File: config.mk
export PLATFORM = sky130hd
export DESIGN_NAME = bbpq_ram
export DESIGN_NICKNAME = d
export VERILOG_FILES = /design/src/sv/bbpq_ram.sv
export SDC_FILE = /design/constraint.sdc
export NUM_CORES = 1
export LEC_CHECK = 0
export BUFFER_PORTS_ARGS = -buffer_cell sky130_fd_sc_hd__buf_4
export CAP_MARGIN = 20
export CORE_AREA = 2 2 75 131
export CTS_CLUSTER_SIZE = 16
export DETAILED_ROUTE_END_ITERATION = 12
export DIE_AREA = 0 0 77 133
export HOLD_SLACK_MARGIN = 0.12
export PLACE_DENSITY = 0.79
export SLEW_MARGIN = 10
export SYNTH_ARGS = -nofsm -noshare
export SYNTH_HDL_FRONTEND = slang
export SYNTH_SLANG_ARGS = --single-unit
File: constraint.sdc
create_clock -name clk_i -period 2.6 [get_ports clk_i]
set_clock_uncertainty 0.1 [all_clocks]
set_input_delay 0 -clock clk_i [delete_from_list [all_inputs] [get_ports clk_i]]
set_output_delay 0 -clock clk_i [all_outputs]
set_load 0.02 [all_outputs]
File: src/sv/bbpq_ram.sv
module bbpq_ram #(
  parameter int unsigned WIDTH = 8,
  parameter int unsigned DEPTH = 16
) (
  input  logic                     clk_i,
  input  logic                     we_i,
  input  logic [$clog2(DEPTH)-1:0] waddr_i,
  input  logic [WIDTH-1:0]         wdata_i,
  input  logic [$clog2(DEPTH)-1:0] raddr_i,
  output logic [WIDTH-1:0]         rdata_o
);

  logic [WIDTH-1:0] mem_q [DEPTH];

  always_ff @(posedge clk_i) begin
    if (we_i) begin
      mem_q[waddr_i] <= wdata_i;
    end
    rdata_o <= mem_q[raddr_i];
  end

endmodule

After elaboration in Yosys (flattened, before gate mapping)
Memory sizes are Yosys's and may differ from the RTL's. A register that Yosys moved wholly into a read port is not among the register bits.
Cells that the tools add are included.
- $add $sub $neg: 0
- $mul: 0
- divide/modulo/power cells: 0
- $lt $le $gt $ge: 0
- equality and inequality tests: 0
- shifts and indexed selects: 0
- mux-type cells: 2
- bitwise operators: 0
- reduce and logical (&&, ||, !) cells: 0
- operator list (kind ; count):
    1-bit 2-to-1 mux ; 2
- bits in registers: 0
- bits in latches: 0
- memory bits (writable): 128
- bits in read-only memories: 0
- output and inout port bits: 8
- logic and storage cells: 3
- memories: 1
- memories (memory ; depth ; bits a word ; read ports ; clocked after Yosys merged registers in ; write ports ; line ; source):
    mem_q ; 16 ; 8 ; 1 ; 1 ; 1 ; 13 ; logic [WIDTH-1:0] mem_q [DEPTH];

Logic depth before layout (Yosys ltp)
Gate-level depths: netlist of the first run.
- depth after elaboration: 2
- depth in mapped cells: 5
- gate-level depth less buffers: 3

Worst setup path after synthesis of the first run
No wires, ideal clock.
- kind: in2reg
- start: input waddr_i[2]
- end: memory mem_q[0][0], enable pin
- setup time: 0.383 ns
- arrival: 1.110 ns
- required time: 2.117 ns
- path slack: 1.007 ns
- stages on the path: 2
- path buffers: 0
- cell sequence: or3b_2 nor3_1
- RTL lines (element ; line ; source):
    from (decl) ; 7 ; input logic [$clog2(DEPTH)-1:0] waddr_i,
    to (decl) ; 13 ;
No word-level cell before the write port.

Final worst setup path of the first run
- start: input waddr_i[3]
- end: memory mem_q[4][7], enable pin
No word-level cell before the write port.

==> results of run 1 <==
[layout by cell type, fill, tap and decap left out, types with 4 or more instances in the layout]
master,Yosys,routed
sky130_fd_sc_hd__nor3_1,4,4
sky130_fd_sc_hd__dlygate4sd3_1,0,15
sky130_fd_sc_hd__mux4_1,14,14
sky130_fd_sc_hd__edfxtp_1,128,128
sky130_fd_sc_hd__a22oi_1,16,16
sky130_fd_sc_hd__nor2_1,13,13
sky130_fd_sc_hd__clkinv_2,0,4
sky130_fd_sc_hd__nand2_1,9,9
sky130_fd_sc_hd__clkbuf_16,0,17
sky130_fd_sc_hd__mux4_2,18,18
sky130_fd_sc_hd__buf_4,1,35
sky130_fd_sc_hd__dfxtp_1,8,8
sky130_fd_sc_hd__clkinvlp_4,0,4
[registers in the layout, summed over array words and instances, names as in the netlist]
signal,cells
mem_q,128
rdata_o,8
[worst max-delay path, cell delays in order]
cell	delay [ns]
sky130_fd_sc_hd__dlygate4sd3_1	0.54
sky130_fd_sc_hd__buf_4	0.14
sky130_fd_sc_hd__nand3b_1	0.23
sky130_fd_sc_hd__nor3_1	0.42
sky130_fd_sc_hd__dlygate4sd3_1	0.77
[what timing repair did]
| item | CTS | global route |
|---|---|---|
| setup buffers | 0 | 0 |
| hold buffers | 15 | 0 |
| endpoints found under the hold margin | 174 | 0 |
[metrics by stage]
stage	power [W]	utilization [%]	instance area [um^2]	hold slack, ns	instances
after floorplan	0.00265	-	5150	-0.00113	229
after global placement	0.00275	58.9	5480	0.194	376
after detailed placement	0.00276	58.9	5480	0.208	376
after CTS	0.00503	66.6	6190	0.165	423
after global routing	0.00515	66.6	6190	0.191	423
final	0.00500	66.6	6190	0.178	423
[area by class of cell]
cell class,instances,area share [%]
Tap cell,122,2.47
Timing Repair Buffer,50,6.67
Clock buffer,19,6.99
Multi-Input combinational cell,83,17.1
Clock inverter,13,2.12
Sequential cell,136,64.7
[worst max path at each step]
stage,slack [ns],to,cells after the start,startpoint
after global routing,0.50,mem_q[4][7],5,waddr_i[3]
final,0.50,mem_q[4][7],5,waddr_i[3]
after detailed placement,0.77,mem_q[4][3],4,waddr_i[3]
after CTS,0.51,mem_q[4][4],5,waddr_i[3]
after floorplan,1.01,mem_q[0][0],2,waddr_i[2]
after global placement,0.84,mem_q[4][3],4,waddr_i[3]
[power groups by stage]
stage | Clock [W] | Combinational [W] | Sequential, W
floorplan | 0 | 0.000124 | 0.00253
CTS | 0.00229 | 0.000266 | 0.00247
finish | 0.00227 | 0.000264 | 0.00247
global route | 0.00239 | 0.000283 | 0.00247
global placement | 0 | 0.000240 | 0.00251
detailed placement | 0 | 0.000248 | 0.00251
[cell families after synthesis]
family                 synth area share (%)
flip-flops                             77.8
AND/OR/NAND/NOR                        3.18
multiplexers                           15.0
AO/OA/AOI/OAI                          2.33
buffers and inverters                  1.68
[metal layers]
layer	share of wire (%)	up-vias	global-route usage (%)	wire length (um)
met3	5.6	17	5.66	570
li1	-	1089	-	-
met5	0	-	0	0
met1	36	1278	25.3	3710
met4	1.9	0	10.9	192
met2	56	108	37.3	5740
==> metrics.log, run 1 <==
[metrics] endpoint type of the worst setup path: register
[metrics] number of standard-cell rows in the floorplan: 47
[metrics] outcome: finished clean
[metrics] register-to-register setup slack: 1.07 ns
[metrics] setup_tns: 0 ns
[metrics] number of hold violations in the final report: 0
[metrics] proportion of layout cells with a drive suffix above 1: 27.6%
[metrics] cells on worst reg2reg path: 3
[metrics] Initial Util: 55.4%
[metrics] Commonest cells post-synth: sky130_fd_sc_hd__edfxtp_1 (128), sky130_fd_sc_hd__mux4_2 (18), sky130_fd_sc_hd__a22oi_1 (16), sky130_fd_sc_hd__mux4_1 (14), sky130_fd_sc_hd__nor2_1 (13)
[metrics] reg-to-reg startpoint: mem_q[1][2]
[metrics] largest net degree at the start of global routing: 33
[metrics] final critical-path share of the clock period: 80.7%
[metrics] share of the yosys chip area belonging to registers: 77.8%
[metrics] cts repair resizes: 0
[metrics] number of maximum-capacitance constraint violations: 0
[metrics] global placer's final weighted congestion: 0.793
[metrics] number of different library cells in the post-synthesis netlist: 19
[metrics] root buffer cell: sky130_fd_sc_hd__clkbuf_16
[metrics] combinational power share: 5.3%
[metrics] Area growth syn-to-layout: 20.3%
[metrics] sum of overflow across all layers after global routing: 0
[metrics] net count of the finished layout: 306
[metrics] Worst Min Path Start: raddr_i[1]
[metrics] terminus of the critical flop-to-flop path: rdata_o[2]
[metrics] CTS max path bufs: 2
[metrics] Register Area: 0.00400 mm^2
[metrics] via count normalized by instance count: 5.89
[metrics] first drt pass iteration count: 4
[metrics] number of clock sinks seen by CTS: 136
[metrics] number of buffers inserted by port buffering: 25
[metrics] RSZ-0062 raised after global routing: no
[metrics] core area: 0.00929 mm^2
[metrics] H-tree level count: 4
[metrics] die span in y: 133 um
[metrics] clock transition at the registers of the reported paths: 0.05 ns
[metrics] Lkg Pwr: 2.10 nW
[metrics] worst rel slew slack: 40.5%
[metrics] diode insertion count for antenna repair: 0
[metrics] proportion of register bits with asynchronous set or reset after synthesis: 0%
[metrics] min cycle time layout: 2.10 ns
[metrics] via count of the first global-routing pass: 2681
[metrics] maximum clock rate: 0.476 GHz
[metrics] number of fill cells: 642
[metrics] worst setup path category: in2reg
[metrics] CP Max Fanout: 4
[metrics] final setup margin: 0.501 ns
[metrics] Power per Cell Area: 807 mW/mm^2
[metrics] post-place setup slack: 0.770 ns
[metrics] leading register cell type out of synthesis: sky130_fd_sc_hd__edfxtp_1
[metrics] biggest area contributors in the synthesized netlist: sky130_fd_sc_hd__edfxtp_1 (75%), sky130_fd_sc_hd__mux4_2 (7.9%), sky130_fd_sc_hd__mux4_1 (7.1%)
[metrics] number of warnings reported in the yosys synthesis log: 0
[metrics] global-route wire length before repair: 15600 um
[metrics] post-synthesis net count: 247
[metrics] post-synthesis sequential element count: 136
[metrics] top cell type by total area after synthesis: sky130_fd_sc_hd__edfxtp_1
[metrics] Post-Syn Instances: 229
[metrics] antenna violations before repair: 0
[metrics] count of flip-flops with a built-in enable after synthesis: 128
[metrics] clock share of power: 45.3%
[metrics] switching power total: 0.00103 W
[metrics] final count of pins violating max slew: 0
[metrics] proportion of power drawn by flip-flops and latches: 49.4%
[metrics] area of the multi-input gates: 0.00106 mm^2
[metrics] Crit path arrival time: 2.09 ns
[metrics] initial drt markers: 251
[metrics] post-DP HPWL: 6450 um
[metrics] Boundary Pins: 26
[metrics] aggregate routed wire length: 10200 um
[metrics] average footprint of a synthesized cell: 22.5 um^2
[metrics] top-area cell type share of the netlist area: 74.7%
[metrics] count of unresolved DRC violations after routing: 0
[metrics] vias: 2492
[metrics] Finish-stage setup viols: 0
[metrics] Num CTS Buffers: 17
[metrics] worst slew pin tran: 0.889 ns
[metrics] number of stages on the worst hold path: 4
[metrics] most numerous cell in the Yosys netlist: sky130_fd_sc_hd__edfxtp_1
[metrics] type of origin of the critical path: input port
[metrics] internal power component: 0.00397 W
[metrics] required time of the critical path: 2.59 ns
[metrics] Die Span X: 77 um
[metrics] Hold Crit Endpoint: rdata_o[0]
[metrics] worst hold path type: in2reg
[metrics] largest vdd supply drop: 0.789 mV
[metrics] Worst-Skew Late Latency: 0.41 ns
[metrics] Routed wire per std cell: 24.1 um
[metrics] area enclosed by the die boundary: 0.0102 mm^2
[metrics] mapped cell area: 0.00515 mm^2
[metrics] proportion of total power due to net switching: 20.5%
[metrics] CTS tree: yes
[metrics] antenna violation net count after detailed routing: 0
[metrics] GR Util All Layers: 21.8%
No activity file was read; power rests on OpenSTA's default activity.
==> run 2: changes to the inputs <==
--- a/config.mk
+++ b/config.mk
@@ -7,12 +7,12 @@
 export LEC_CHECK = 0
 export BUFFER_PORTS_ARGS = -buffer_cell sky130_fd_sc_hd__buf_4
 export CAP_MARGIN = 20
-export CORE_AREA = 2 2 75 131
+export CORE_AREA = 2 2 77 135
 export CTS_CLUSTER_SIZE = 16
 export DETAILED_ROUTE_END_ITERATION = 12
-export DIE_AREA = 0 0 77 133
+export DIE_AREA = 0 0 79 137
 export HOLD_SLACK_MARGIN = 0.12
-export PLACE_DENSITY = 0.79
+export PLACE_DENSITY = 0.78
 export SLEW_MARGIN = 10
 export SYNTH_ARGS = -nofsm -noshare
 export SYNTH_HDL_FRONTEND = slang
==> constraint.sdc (replaced) <==
create_clock -name clk_i -period 1.7 [get_ports clk_i]
set_clock_uncertainty 0.1 [all_clocks]
set_input_delay 0 -clock clk_i [delete_from_list [all_inputs] [get_ports clk_i]]
set_output_delay 0 -clock clk_i [all_outputs]
set_load 0.02 [all_outputs]
==> metrics.log, run 2 (synthesis results as in run 1) <==
[metrics] outcome: finished clean
[metrics] number of hold violations in the final report: 0
[metrics] Post-CTS Hold Buffers: 15
[metrics] count of unresolved DRC violations after routing: 0
[metrics] global-route wire length before repair: 15500 um
[metrics] Num CTS Buffers: 17
[metrics] core area: 0.00973 mm^2
[metrics] antenna violation net count after detailed routing: 0
[metrics] Boundary Pins: 26
[metrics] commonest non-fill, non-tap cells in the layout: sky130_fd_sc_hd__edfxtp_1 (128), sky130_fd_sc_hd__buf_4 (48), sky130_fd_sc_hd__mux4_2 (18)
[metrics] via count normalized by instance count: 5.69
[metrics] worst setup path category: in2reg
[metrics] register-to-register setup slack: 0.18 ns
[metrics] cts repair resizes: 0
[metrics] Finish-stage setup viols: 0
[metrics] register containing the most flip-flops in the final layout: mem_q
[metrics] worst hold path type: in2reg
[metrics] net count of the finished layout: 321
[metrics] final count of pins violating max slew: 0
[metrics] number of flip-flops under the largest register name: 128
[metrics] total instance count after detailed placement: 394
[metrics] Lkg Pwr: 2.24 nW
[metrics] area enclosed by the die boundary: 0.0108 mm^2
[metrics] RSZ-0062 raised after global routing: no
[metrics] root buffer cell: sky130_fd_sc_hd__clkbuf_16
[metrics] min cycle time layout: 1.64 ns
[metrics] Routed wire per std cell: 23.1 um
[metrics] global placer's final weighted congestion: 0.837
[metrics] CP Max Fanout: 8
[metrics] Initial Util: 52.9%
[metrics] worst slew pin tran: 0.457 ns
[metrics] final critical-path share of the clock period: 96.8%
[metrics] most frequent standard cell in the layout excluding fill and tap cells: sky130_fd_sc_hd__edfxtp_1
[metrics] via count of the first global-routing pass: 2704
[metrics] post-DP HPWL: 6620 um
[metrics] sum of overflow across all layers after global routing: 0
[metrics] H-tree level count: 4
[metrics] number of maximum-capacitance constraint violations: 0
[metrics] setup_tns: 0 ns
[metrics] proportion of layout cells with a drive suffix above 1: 31.3%
[metrics] post-CTS setup buffer count: 0
[metrics] Die Span X: 79 um
[metrics] Area growth syn-to-layout: 24.8%
[metrics] required time of the critical path: 1.71 ns
[metrics] filler-free cell count of the finished design: 441
[metrics] biggest regs: mem_q x128, rdata_o x8
[metrics] vias: 2510
[metrics] endpoint type of the worst setup path: register
[metrics] diode insertion count for antenna repair: 0
[metrics] overall power of the completed layout: 0.00821 W
[metrics] Worst-Skew Late Latency: 0.41 ns
[metrics] largest vdd supply drop: 0.960 mV
[metrics] maximum clock rate: 0.608 GHz
[metrics] number of fill cells: 633
[metrics] GR Util All Layers: 21.0%
[metrics] antenna violations before repair: 0
[metrics] CTS tree: yes
[metrics] initial drt markers: 241
[metrics] first drt pass iteration count: 4
[metrics] largest net degree at the start of global routing: 33
[metrics] number of buffers inserted by port buffering: 25
[metrics] Power per Cell Area: 1280 mW/mm^2
[metrics] type of origin of the critical path: input port
[metrics] worst rel slew slack: 69.5%
[metrics] number of clock sinks seen by CTS: 136
[metrics] aggregate routed wire length: 10200 um
[metrics] number of standard-cell rows in the floorplan: 48
[metrics] CTS max path bufs: 2
[metrics] die span in y: 137 um
[metrics] clock transition at the registers of the reported paths: 0.05 ns
[metrics] Crit path arrival time: 1.65 ns
==> run 2: changes by cell type in the layout (fill, tap and decap cells not counted), sizes merged <==
cell / change
buf: +15
bufinv: +4
clkinvlp: -3
clkbuf: -1
==> run 2: layout make-up <==
class	instances	area (um^2)	share of cell area, %
Clock inverter	14	229	3.56
Clock buffer	18	429	6.68
Sequential cell	136	4000	62.3
Timing Repair Buffer	65	551	8.57
Tap cell	125	156	2.43
Multi-Input combinational cell	83	1060	16.5
==> run 2: critical path: stages <==
cell,delay (ns)
sky130_fd_sc_hd__dlygate4sd3_1,0.53
sky130_fd_sc_hd__buf_4,0.16
sky130_fd_sc_hd__nor3_1,0.18
sky130_fd_sc_hd__dlygate4sd3_1,0.59
sky130_fd_sc_hd__buf_4,0.20
==> run 2: worst paths after layout <==
| path | startpoint | to | cells after the start |
|---|---|---|---|
| hold reg to reg | mem_q[15][3] | rdata_o[3] | 3 |
| setup / recovery | waddr_i[1] | mem_q[0][7] | 5 |
| setup reg to reg | mem_q[0][0] | rdata_o[0] | 3 |
| hold / removal | raddr_i[0] | rdata_o[0] | 4 |
==> run 2: per-layer routing <==
metal | global-route usage (%) | routed length, um | share of wire (%)
met3 | 6.40 | 610 | 6.0
met4 | 9.39 | 142 | 1.4
met5 | 0 | 0 | 0
met1 | 24.7 | 3650 | 36
met2 | 35.4 | 5760 | 57
==> run 2: power by group <==
part           internal [W]  switching [W]
clock               0.00273        0.00128
combinational      0.000200       0.000220
sequential          0.00375      0.0000264
==> run 2: through the flow <==
stage          hold slack, ns  area (um^2)  setup WS [ns]  utilization [%]
2_1_floorplan        -0.00113         5150          0.107                -
3_3_place_gp            0.196         5620          0.182             57.7
3_5_place_dp            0.215         5620          0.157             57.7
4_1_cts                 0.138         6430         0.0778             66.0
5_1_grt                 0.166         6430        0.00581             66.0
6_report                0.161         6430         0.0551             66.0
