<file path="src/sv/bbpq_pkg.sv">
package bbpq_pkg;

  localparam int unsigned SLOTS     = 4096;
  localparam int unsigned LEVELS    = 256;
  localparam int unsigned SLOT_AW   = 12;
  localparam int unsigned LINK_W    = 13;
  localparam int unsigned CNT_W     = 13;
  localparam int unsigned ID_W      = 31;
  localparam int unsigned BKT_W     = 8;
  localparam int unsigned LOW_W     = 9;
  localparam int unsigned MAP_WORDS = 4;
  localparam int unsigned WORD_W    = 64;

  localparam logic [LINK_W-1:0] NULL_LINK  = LINK_W'(SLOTS);
  localparam logic [CNT_W-1:0]  FULL_COUNT = CNT_W'(SLOTS);
  localparam logic [LOW_W-1:0]  NO_BUCKET  = LOW_W'(LEVELS);

  localparam logic FUNC_PUSH = 1'b0;
  localparam logic FUNC_POP  = 1'b1;

  typedef enum logic [2:0] {
    ST_STORED  = 3'd0,
    ST_EVICTED = 3'd1,
    ST_DROPPED = 3'd2,
    ST_POPPED  = 3'd3,
    ST_EMPTY   = 3'd4
  } status_e;

  typedef struct packed {
    logic             func;
    logic [ID_W-1:0]  entry_id;
    logic [BKT_W-1:0] bucket;
  } bbpq_in_t;

  typedef struct packed {
    status_e          status;
    logic [ID_W-1:0]  popped_id;
    logic [CNT_W-1:0] occupancy;
    logic [LOW_W-1:0] lowest_bucket;
  } bbpq_out_t;

  typedef struct packed {
    logic [SLOT_AW-1:0] head;
    logic [SLOT_AW-1:0] tail;
  } hdtl_t;

  typedef struct packed {
    logic start;
    logic high;
  } scan_req_t;

  typedef struct packed {
    logic             done;
    logic             found;
    logic [BKT_W-1:0] idx;
  } scan_rsp_t;

  typedef enum logic [3:0] {
    S_IDLE,
    S_EV0,
    S_EV1,
    S_EV2,
    S_P0,
    S_P1,
    S_P2,
    S_HI,
    S_Q0,
    S_Q1,
    S_Q2,
    S_LO
  } state_e;

endpackage

</file>
<file path="src/sv/bbpq_scan.sv">
module bbpq_scan (
  input  logic                                          clk_i,
  input  logic                                          rst_ni,
  input  bbpq_pkg::scan_req_t                           req_i,
  input  logic [bbpq_pkg::LEVELS-1:0]                   map_i,
  output bbpq_pkg::scan_rsp_t                           rsp_o
);
  import bbpq_pkg::*;

  // two-level encoder: byte first, then bit within the byte
  function automatic logic [5:0] enc64(logic [WORD_W-1:0] v, logic high);
    logic [7:0] nz;
    logic [2:0] bi;
    logic [2:0] ki;
    logic [7:0] by;
    nz = '0;
    bi = '0;
    ki = '0;
    for (int i = 0; i < 8; i++) begin
      nz[i] = |v[i*8 +: 8];
    end
    for (int i = 0; i < 8; i++) begin
      if (high) begin
        if (nz[i]) bi = 3'(i);
      end else begin
        if (nz[7-i]) bi = 3'(7 - i);
      end
    end
    by = v[bi*8 +: 8];
    for (int i = 0; i < 8; i++) begin
      if (high) begin
        if (by[i]) ki = 3'(i);
      end else begin
        if (by[7-i]) ki = 3'(7 - i);
      end
    end
    return {bi, ki};
  endfunction

  logic             busy_q;
  logic             high_q;
  logic [1:0]       wptr_q;
  logic [WORD_W-1:0] word;
  logic             last;
  logic             hit;

  assign word = map_i[wptr_q*WORD_W +: WORD_W];
  assign hit  = |word;
  assign last = high_q ? (wptr_q == 2'd0) : (wptr_q == 2'(MAP_WORDS - 1));

  always_ff @(posedge clk_i or negedge rst_ni) begin
    if (!rst_ni) begin
      busy_q <= 1'b0;
      high_q <= 1'b0;
      wptr_q <= '0;
    end else if (!busy_q) begin
      if (req_i.start) begin
        busy_q <= 1'b1;
        high_q <= req_i.high;
        wptr_q <= req_i.high ? 2'(MAP_WORDS - 1) : 2'd0;
      end
    end else if (hit || last) begin
      busy_q <= 1'b0;
    end else begin
      wptr_q <= high_q ? wptr_q - 2'd1 : wptr_q + 2'd1;
    end
  end

  always_comb begin
    rsp_o.done  = busy_q && (hit || last);
    rsp_o.found = hit;
    rsp_o.idx   = {wptr_q, enc64(word, high_q)};
  end

endmodule

</file>
<file path="config.mk">
export PLATFORM = sky130hd
export DESIGN_NAME = bbpq_scan
export DESIGN_NICKNAME = d
export VERILOG_FILES = /design/src/sv/bbpq_pkg.sv /design/src/sv/bbpq_scan.sv
export SDC_FILE = /design/constraint.sdc
export NUM_CORES = 1
export LEC_CHECK = 0
export ABC_CLOCK_PERIOD_IN_PS = 9600
export BUFFER_PORTS_ARGS = -buffer_cell sky130_fd_sc_hd__buf_2
export CAP_MARGIN = 15
export CORE_AREA = 8 8 98 100
export CTS_BUF_LIST = sky130_fd_sc_hd__clkbuf_4
export CTS_CLUSTER_SIZE = 30
export DETAILED_ROUTE_END_ITERATION = 7
export DIE_AREA = 0 0 106 108
export PLACE_DENSITY = 0.8
export SETUP_SLACK_MARGIN = 0.15
export SYNTH_ARGS = -nofsm -noshare
export SYNTH_HDL_FRONTEND = slang
export SYNTH_SLANG_ARGS = --single-unit
</file>
<file path="constraint.sdc">
create_clock -name clk_i -period 9.6 [get_ports clk_i]
set_input_delay 1.92 -clock clk_i [delete_from_list [all_inputs] [get_ports clk_i]]
set_output_delay 1.92 -clock clk_i [all_outputs]
set_load 0.01 [all_outputs]
</file>
# Word level (Yosys, flattened, before mapping)
# Index checks and enable logic that the tools add are counted.
# totals
regBits	4
wordCells	80
in_bits	260
# classes
shift	2
n_eq_ne	2
n_mux	55
reduce_logical	15
add_sub_neg	2
bitwise_logic	1
# op_table
operator	n
256-bit by 9-bit variable part select with 64-bit output	1
3-bit 2-to-1 mux	46
64-bit OR reduction	1
8-bit OR reduction	8
64-bit by 7-bit variable part select with 8-bit output	1
2-bit 2-to-1 mux	5
1-bit 2-to-1 mux	4
2-bit AND reduction	2
2-bit by 1-bit adder with 2-bit output, second input constant	1
2-bit == test, second input constant	1
2-bit zero test	1
2-bit != test, second input constant	1
2-bit nonzero test	1
2-bit by 1-bit subtractor with 2-bit output, second input constant	1
1-bit logical AND	1
1-bit logical OR	1
1-bit NOT	1

# Longest topological paths before layout
# Gate-level depths: netlist (run 1).
# depth
ltp_word	35
ltp_mapped	17

# Worst setup path after synthesis (run 1)
# Ideal clock, no wire load.
# synth_timing
kind	input -> output
from	input port map_i[250] (netlist bit)
to	output port rsp_o[0] (netlist bit)
path_buffers	0
path_stages	11
arrival_ns	4.918
t_required_ns	7.680
slack_ns	2.762
path_cell_list	mux4_2 -> or4_4 -> or2_1 -> a2111oi_4 -> o32ai_2 -> nand2_4 -> mux2_1 -> o211a_1 -> nand2_1 -> o311ai_1 -> a311oi_2
# synth_lines
element	line_no	source
start: declaration	bbpq_scan.sv:5	input logic [bbpq_pkg::LEVELS-1:0] map_i,
end: declaration	bbpq_scan.sv:6	output bbpq_pkg::scan_rsp_t rsp_o

==> impl_metrics.tcl, run 1 <==
set metrics [dict create \
    syn_inst 262 \
    min_period_over_period_pct 79.9 \
    async_flop_share_pct 100 \
    initial_core_util_pct 37.2 \
    yosysTopAreaCellShare_pct 49.6 \
    detail-route-antenna-nets 0 \
    synth_area_leaders "mux4_2, dfrtp_1, nor4_2" \
    synth-seq-cells 4 \
    synth_edf_count 0 \
    syn-cell-area_sq_mm 0.00300 \
    die_h_microns 108 \
    start_kind "primary input" \
    syn-num-nets 522 \
    wl_per_cell_microns 25.0 \
    p_int_uw 230 \
    crit_buf_inv 3 \
    outcome "complete, no violations" \
    yosysTopAreaCell "mux4_2" \
    syn2layout_area_growth_pct 45.2 \
    ctsResizeCount 0 \
    cp_top_family "compound AO/OA/AOI/OAI gates" \
    grt_pass1_wl_microns 23000 \
    cts_hold_buf 0 \
    clockPowerShare_pct 6.1 \
    clock_path_buffers 2 \
    clock_latency_ns 0.24 \
    r2r.worst_path.cells 11 \
    grt_pass1_vias 4159 \
    yosysWarnings 0 \
    final.min_clock_period_ns 7.68 \
    clk_pin_slew_worst_paths_ns 0.04 \
    drc 0 \
    worst_setup_path_end_kind "output pin" \
    die_x_microns 106 \
    core-area_sq_mm 0.00805 \
    dieArea_sq_mm 0.0114 \
    drv_slew 0 \
    final_hold_viol_count 0 \
    postSynthAreaPerCell_sq_um 11.4 \
    slowest_stage "o32ai_2" \
    holdPathStages 2 \
    fin_nets 776 \
    relSlewSlack_pct 37.3 \
    vdd_drop_max_v 0.0000528 \
    finalClockSkew_ns 0.00403 \
    ys_seq_area_share_pct 3.34 \
    cts_setup_buffers 0 \
    worst_pin_slew_ns 0.941 \
    hold_path_class "reg -> reg" \
    fmax_ghz 0.130 \
    final_core_util_pct 54.0 \
    num_vias 3742 \
    netSwitchingFraction_pct 48.0 \
    setup_viol 0 \
    p_comb_share_pct 84.1 \
    io_buffers 269 \
    p_leak_uw 0.00191 \
    postRouteWirelength_microns 15600 \
    grt_max_degree 41 \
    yosys_most_used_dff "dfrtp_1" \
    worstPathMaxFanout 19 \
    layout-drive-gt1-share_pct 71.3 \
    drt_first_pass_iters 5 \
    p_per_area_mw_per_mm2 101 \
    p_sw_uw 212 \
    crit_top_cell "buf_2" \
    ys_types 65 \
    max_cap_viol_count 0 \
    io_pins 270 \
    critPathArrivalTime_ns 5.76 \
    path_cells "buf_2, mux4_2, nor4_1, nand2_1, o32ai_2, nand2_4, inv_1, o211ai_1, a221oi_2, nor2_1, o21a_1, a311oi_2, buf_2" \
    root_buffer "clkbuf_4" \
    cp.required_ns 7.68 \
    antenna_found_initial 2 \
    rows 33 \
    cts_buffers 3 \
    fin_setup_tns_ns 0 \
    crit_path_max_incr_delay_ns 0.85 \
    synth.most_common_cell "mux4_2" \
    cts.sinks 4 \
    fillers 726 \
    drtIter0Drc 315 \
    grt_overflow 0 \
    dp_hpwl_microns 13800 \
    p_seq_share_pct 9.8 \
    synthTopCellsByCount "mux4_2, nand2_1, nand3_1, nor2_1, o21ai_0" \
    critical_path_class "in -> out" \
    h-tree-depth 1 \
    grt_usage_pct 25.4 \
    routabilityCongestion 0.973 \
    total_power_uw 442 \
    via_per_inst 6.02 \
    critical_path_cell_count 13 \
    rsz0062_at_grt "false" \
    cts_tree "built" \
]
==> metal layers <==
layer | GRT usage (%) | share of wire [%]
met1 | 28.2 | 34
met2 | 46.2 | 54
met3 | 5.71 | 8.2
met4 | 9.75 | 3.4
met5 | 0 | 0
==> cell families (layout without fill, tap and decap cells) <==
group | count (synthesis) | in the layout | share of synthesized area (%)
simple gates | 94 | 94 | 21.2
mux | 72 | 72 | 51.8
compound gates | 66 | 66 | 17.1
buf+inv | 25 | 278 | 6.31
flops | 4 | 4 | 3.34
xor+xnor | 1 | 1 | 0.292
other cells | 0 | 2 | 0
==> power by group through the flow <==
| stage | Combinational [uW] | Sequential [uW] | Clock, uW |
|---|---|---|---|
| finish | 371 | 43.3 | 27.0 |
| global route | 396 | 46.3 | 28.4 |
| CTS | 369 | 43.4 | 27.0 |
| detailed placement | 367 | 43.6 | 0 |
| global placement | 363 | 42.4 | 0 |
| floorplan | 276 | 22.8 | 0 |
==> through the flow <==
step / worst slack, ns / instances / hold WS, ns / cell area [sq um]
floorplan: 2.76 / 262 / 0.585 / 3000
global placement: 1.99 / 616 / 0.623 / 4320
detailed placement: 1.98 / 616 / 0.645 / 4320
CTS: 1.98 / 620 / 0.655 / 4350
global route: 1.58 / 622 / 0.692 / 4350
finish: 1.92 / 622 / 0.662 / 4350
==> flip-flops by register name (all words and copies together), names as in the netlist <==
name,flops
wptr_q,2
busy_q,1
high_q,1
==> cell usage in the layout (no fill, tap or decap), drive strengths merged, types with 4 or more instances in the layout <==
cell type	n
mux4	66
or4	4
mux2	4
nand2	18
a211o	6
and3	8
clkbuf	4
nand3	11
dfrtp	4
nor4	13
o22ai	6
a21oi	10
buf	271
or2	4
o21ai	17
nor2	11
nor3	5
==> worst paths after layout <==
check	start	endpoint	slack [ns]
min in group asynchronous	rst_ni	wptr_q[0]	1.47
min	busy_q	wptr_q[0]	0.66
max reg2reg	wptr_q[0]	wptr_q[1]	5.10
min reg2reg	busy_q	wptr_q[0]	0.66
max in group asynchronous	rst_ni	wptr_q[0]	7.99
max	map_i[228]	rsp_o[0]	1.92
==> final cells by class <==
class	count	area [sq um]	share of cell area (%)
Tap cell	105	131	3.02
Sequential cell	4	105	2.42
Clock buffer	4	30.0	0.690
Multi-Input combinational cell	233	2710	62.2
Timing Repair Buffer	271	1360	31.3
Antenna cell	2	5.00	0.115
Inverter	3	11.3	0.259
==> worst reg2reg max path, delay by kind of cell, from the launching register on <==
| family | cells | cell delay, ns |
|---|---|---|
| buffers and inverters | 1 | 0.64 |
| DFF | 1 | 0.84 |
| muxes | 1 | 0.66 |
| AOI/OAI and AO/OA | 4 | 0.85 |
| and+or+nand+nor | 5 | 1.45 |
Power figures use the tool's default switching activity.
==> run 2: changes to the inputs <==
ABC_CLOCK_PERIOD_IN_PS = 6250   (was 9600)
CORE_AREA = 8 8 78 132   (was 8 8 98 100)
DIE_AREA = 0 0 86 140   (was 0 0 106 108)
clock period = 6.25 ns   (was 9.6 ns; I/O delays follow)
==> run 2 against run 1 <==
  * Routed wire length up 5.7%
  * Critical endpoint unchanged
  * Flip-flop and latch count unchanged
  * Sequential share of layout area down 0.16 points
==> impl_metrics.tcl, run 2 (synthesis gave the netlist of run 1 again) <==
set metrics [dict create \
    drtIter0Drc 251 \
    grt_pass1_wl_microns 24400 \
    p_per_area_mw_per_mm2 155 \
    detail-route-antenna-nets 0 \
    relSlewSlack_pct 58.3 \
    grt_usage_pct 26.4 \
    wl_per_cell_microns 25.1 \
    h-tree-depth 1 \
    p_sw_uw 341 \
    dp_cells 647 \
    final_common_cell "buf_2" \
    min_period_over_period_pct 96.0 \
    grt_max_degree 52 \
    finalClockSkew_ns 0.000789 \
    via_per_inst 5.89 \
    io_buffers 269 \
    die_x_microns 86 \
    final_cell_mix "buf_2, mux4_2, buf_4" \
    fin_nets 800 \
    worst_setup_path_end_kind "output pin" \
    max_cap_viol_count 0 \
    fin_setup_tns_ns 0 \
    start_kind "primary input" \
    p_leak_uw 0.00207 \
    rsz0062_at_grt "false" \
    vdd_drop_max_v 0.0000799 \
    clk_pin_slew_worst_paths_ns 0.04 \
    netSwitchingFraction_pct 47.3 \
    core-area_sq_mm 0.00850 \
    final_core_util_pct 54.7 \
    reg_top3 "wptr_q (2), busy_q (1), high_q (1)" \
    diodes 0 \
    postRouteWirelength_microns 16500 \
    num_vias 3858 \
    antenna_found_initial 0 \
    largest_register "wptr_q" \
    clock_path_buffers 2 \
    dieArea_sq_mm 0.0120 \
    io_pins 270 \
    initial_core_util_pct 35.2 \
    drc 0 \
    final_hold_viol_count 0 \
    worstPathMaxFanout 7 \
    drv_slew 0 \
    layout-drive-gt1-share_pct 74.0 \
    critical_path_class "in -> out" \
    grt_pass1_vias 4349 \
    rows 45 \
    cts_tree "built" \
    final_cells 655 \
    cts_buffers 3 \
    fmax_ghz 0.167 \
    root_buffer "clkbuf_4" \
    final.min_clock_period_ns 6.00 \
    p_int_uw 381 \
    cts.sinks 4 \
    cp.required_ns 5.00 \
    grt_overflow 0 \
    clockPowerShare_pct 4.7 \
    critPathArrivalTime_ns 4.75 \
    setup_viol 0 \
    die_h_microns 140 \
    p_seq_share_pct 6.8 \
    syn2layout_area_growth_pct 55.3 \
    largest_reg_flops 2 \
    dp_hpwl_microns 14800 \
    drt_first_pass_iters 5 \
    routabilityCongestion 0.997 \
    worst_pin_slew_ns 0.625 \
    outcome "complete, no violations" \
    placed_area_sq_mm 0.00452 \
    stdcell_area_sq_mm 0.00465 \
    p_comb_share_pct 88.5 \
    hold_path_class "reg -> reg" \
    clock_latency_ns 0.25 \
]
[run 2: final timing paths]
check	startpoint	end	slack [ns]	cells after the start
max in group asynchronous	rst_ni	wptr_q[0]	5.32	1
max	map_i[202]	rsp_o[0]	0.25	14
max reg2reg	wptr_q[0]	wptr_q[1]	2.65	11
min reg2reg	busy_q	wptr_q[0]	0.65	2
min	busy_q	wptr_q[0]	0.65	2
min in group asynchronous	rst_ni	wptr_q[0]	0.80	1
[run 2: final cells by class]
cell class                 instances  area (sq um)
fill                             762          3850
multi-input combinational        233          2740
timing repair buffer             295          1620
tap                              117           146
sequential                         4           105
clock buffer                       3          22.5
inverter                           3          11.3
[run 2: power groups by stage]
stage / Combinational (uW) / Sequential [uW] / Clock, uW
after detailed placement: 612 / 53.2 / 0
after floorplan: 423 / 35.1 / 0
after global placement: 608 / 52.9 / 0
final: 639 / 48.9 / 34.1
after global routing: 681 / 50.6 / 36.9
after CTS: 623 / 53.4 / 35.1
[run 2: layer usage]
layer	vias to the layer above	GRT usage, %	share of wire [%]
met5	-	0	0
met4	0	9.48	3.5
met3	37	5.21	7.0
met2	242	48.2	55
met1	1865	28.8	34
li1	1714	-	-
[run 2: per-stage QoR]
stage | hold slack (ns) | power (uW) | setup slack, ns
floorplan | 0.585 | 458 | 0.752
global placement | 0.619 | 661 | 0.185
detailed placement | 0.643 | 665 | 0.127
CTS | 0.651 | 712 | 0.189
global route | 0.690 | 768 | 0.104
finish | 0.647 | 722 | 0.247
[run 2: critical path, stage by stage]
cell and delay [ns]:
buf_2 0.10, mux4_2 0.51, or4_1 0.61, nand4bb_2 0.39, nor3_1 0.20, o21ai_1 0.18, buf_12 0.19, nand2b_1 0.15
o221a_1 0.12, o211ai_1 0.29, nor2b_1 0.19, o21ai_0 0.10, a311oi_2 0.29, buf_2 0.18
[run 2: what timing repair did]
item,in CTS,in global routing
cloned,0,0
setup buffers,3,2
pin swaps,1,2
endpoints found under the setup margin,1,3
gates resized for setup,2,6
hold buffers,0,0
==> run 3: changes to the inputs <==
CELL_PAD_IN_SITES_DETAIL_PLACEMENT = 1   (was not set)
CELL_PAD_IN_SITES_GLOBAL_PLACEMENT = 2   (was not set)
CORE_AREA = 8 8 104 178   (was 8 8 78 132)
DIE_AREA = 0 0 112 186   (was 0 0 86 140)
PLACE_DENSITY = not set   (was 0.8)
PLACE_DENSITY_LB_ADDON = 0.1   (was not set)
REMOVE_ABC_BUFFERS = 1   (was not set)
==> run 3 against run 2 <==
  * Critical path depth fell by 1
  * Cell area rose by 3.6%
  * Flip-flop and latch count unchanged
  * Largest power group unchanged
==> impl_metrics.tcl, run 3 (synthesis gave the netlist of run 1 again) <==
set metrics [dict create \
    r2r.worst_path.cells 11 \
    cp.required_ns 5.00 \
    finalClockSkew_ns 0.000400 \
    final_cell_mix "buf_2, mux4_2, buf_4" \
    io_pins 270 \
    cts.sinks 4 \
    wl_per_cell_microns 24.4 \
    grt_max_degree 30 \
    min_period_over_period_pct 96.2 \
    via_per_inst 5.05 \
    die_h_microns 186 \
    hold_path_class "reg -> reg" \
    outcome "complete, no violations" \
    initial_core_util_pct 18.6 \
    num_vias 3723 \
    final_cells 737 \
    highest_layer "met4" \
    critPathArrivalTime_ns 4.76 \
    clock_latency_ns 0.23 \
    largest_reg_flops 2 \
    holdPathStages 2 \
    grt_overflow 0 \
    worst_pin_slew_ns 0.745 \
    final_hold_viol_count 0 \
    clock_path_buffers 2 \
    met2WireLength_microns 11000 \
    final_core_util_pct 29.9 \
    rsz0062_at_grt "true" \
    routabilityCongestion 0.833 \
    fin_nets 805 \
    wl_met1_microns 5680 \
    detail-route-antenna-nets 0 \
    p_leak_uw 0.00208 \
    p_per_area_mw_per_mm2 154 \
    grt_usage_pct 16.0 \
    drt_first_pass_iters 4 \
    max_cap_viol_count 0 \
    fillers 1938 \
    root_buffer "clkbuf_4" \
    die_x_microns 112 \
    postRouteWirelength_microns 18000 \
    final_common_cell "buf_2" \
    io_buffers 269 \
    fin_setup_tns_ns 0 \
    drv_slew 0 \
    largest_register "wptr_q" \
    fmax_ghz 0.166 \
    cts_buffers 3 \
    antenna_found_initial 1 \
    cts_tree "built" \
    drtIter0Drc 81 \
    h-tree-depth 1 \
    cts_hold_buf 0 \
    vdd_drop_max_v 0.0000460 \
    reg_top3 "wptr_q (2), busy_q (1), high_q (1)" \
    wl_met3_microns 784 \
    core-area_sq_mm 0.0161 \
    grt_pass1_wl_microns 25200 \
    critical_path_class "in -> out" \
    relSlewSlack_pct 50.4 \
    rows 62 \
    layout-drive-gt1-share_pct 75.1 \
    start_kind "primary input" \
    dp_hpwl_microns 15800 \
    worst_setup_path_end_kind "output pin" \
    grt_pass1_vias 4298 \
    clk_pin_slew_worst_paths_ns 0.04 \
    drc 0 \
    final.min_clock_period_ns 6.01 \
    worstPathMaxFanout 6 \
    dieArea_sq_mm 0.0208 \
    rrSetupSlack_ns 2.54 \
    syn2layout_area_growth_pct 60.9 \
    dp_cells 715 \
    setup_viol 0 \
    total_power_uw 744 \
]
==> run 3: changes by cell type in the layout (fill, tap and decap cells not counted), sizes merged <==
cell and delta:
diode +2, buf +4, nand2 +1
==> run 3: cell type report <==
cell class                      instances  area, sq um  share of cell area [%]
Sequential cell                         4          105                    2.18
Timing Repair Buffer                  299         1600                    33.2
Inverter                                3         11.3                   0.234
Antenna cell                            2         5.00                   0.104
Clock buffer                            3         22.5                   0.467
Multi-Input combinational cell        234         2840                    58.9
Tap cell                              192          240                    4.99
==> run 3: stage by stage <==
stage | setup slack, ns | hold WS [ns] | instance area, sq um
2_1_floorplan | -1.07 | 0.587 | 2820
5_1_grt | 0.104 | 0.767 | 4820
3_3_place_gp | 0.0930 | 0.705 | 4540
6_report | 0.235 | 0.690 | 4820
3_5_place_dp | 0.140 | 0.713 | 4540
4_1_cts | 0.167 | 0.711 | 4570
==> run 3: worst paths after layout <==
check | to | from
hold / removal | wptr_q[0] | busy_q
setup reg to reg | wptr_q[1] | wptr_q[1]
max in group asynchronous | wptr_q[0] | rst_ni
min in group asynchronous | wptr_q[0] | rst_ni
hold reg to reg | wptr_q[0] | busy_q
setup / recovery | rsp_o[0] | map_i[206]
==> run 3: where the power goes <==
group / leakage [uW] / internal (uW) / switching, uW / total [uW]
Combinational: 0.00202 / 334 / 327 / 661
Sequential: 0.0000460 / 30.2 / 20.6 / 50.8
Clock: 0.0000138 / 21.5 / 10.1 / 31.6
Total: 0.00208 / 386 / 358 / 744
==> run 3: repair_timing <==
item	in CTS	in global routing
pin swaps	0	3
setup buffers	0	15
gates cloned	0	2
setup endpoints to repair	3	3
gates resized for setup	1	20
==> run 3: routing by layer <==
| layer | global-route usage (%) | vias to the layer above |
|---|---|---|
| li1 | - | 1729 |
| met1 | 15.1 | 1845 |
| met2 | 33.7 | 125 |
| met3 | 2.63 | 24 |
| met4 | 4.67 | 0 |
| met5 | 0 | - |
==> run 3: critical path, cell delays in order <==
cell and delay, ns:
buf_2 0.10, mux4_2 0.48, or4_1 0.61, or2_1 0.29, a31oi_1 0.34, o32ai_4 0.18, nand2_4 0.16, mux2_2 0.39
o211a_4 0.27, nand2_1 0.09, o311ai_2 0.12, a311oi_2 0.28, buf_2 0.19
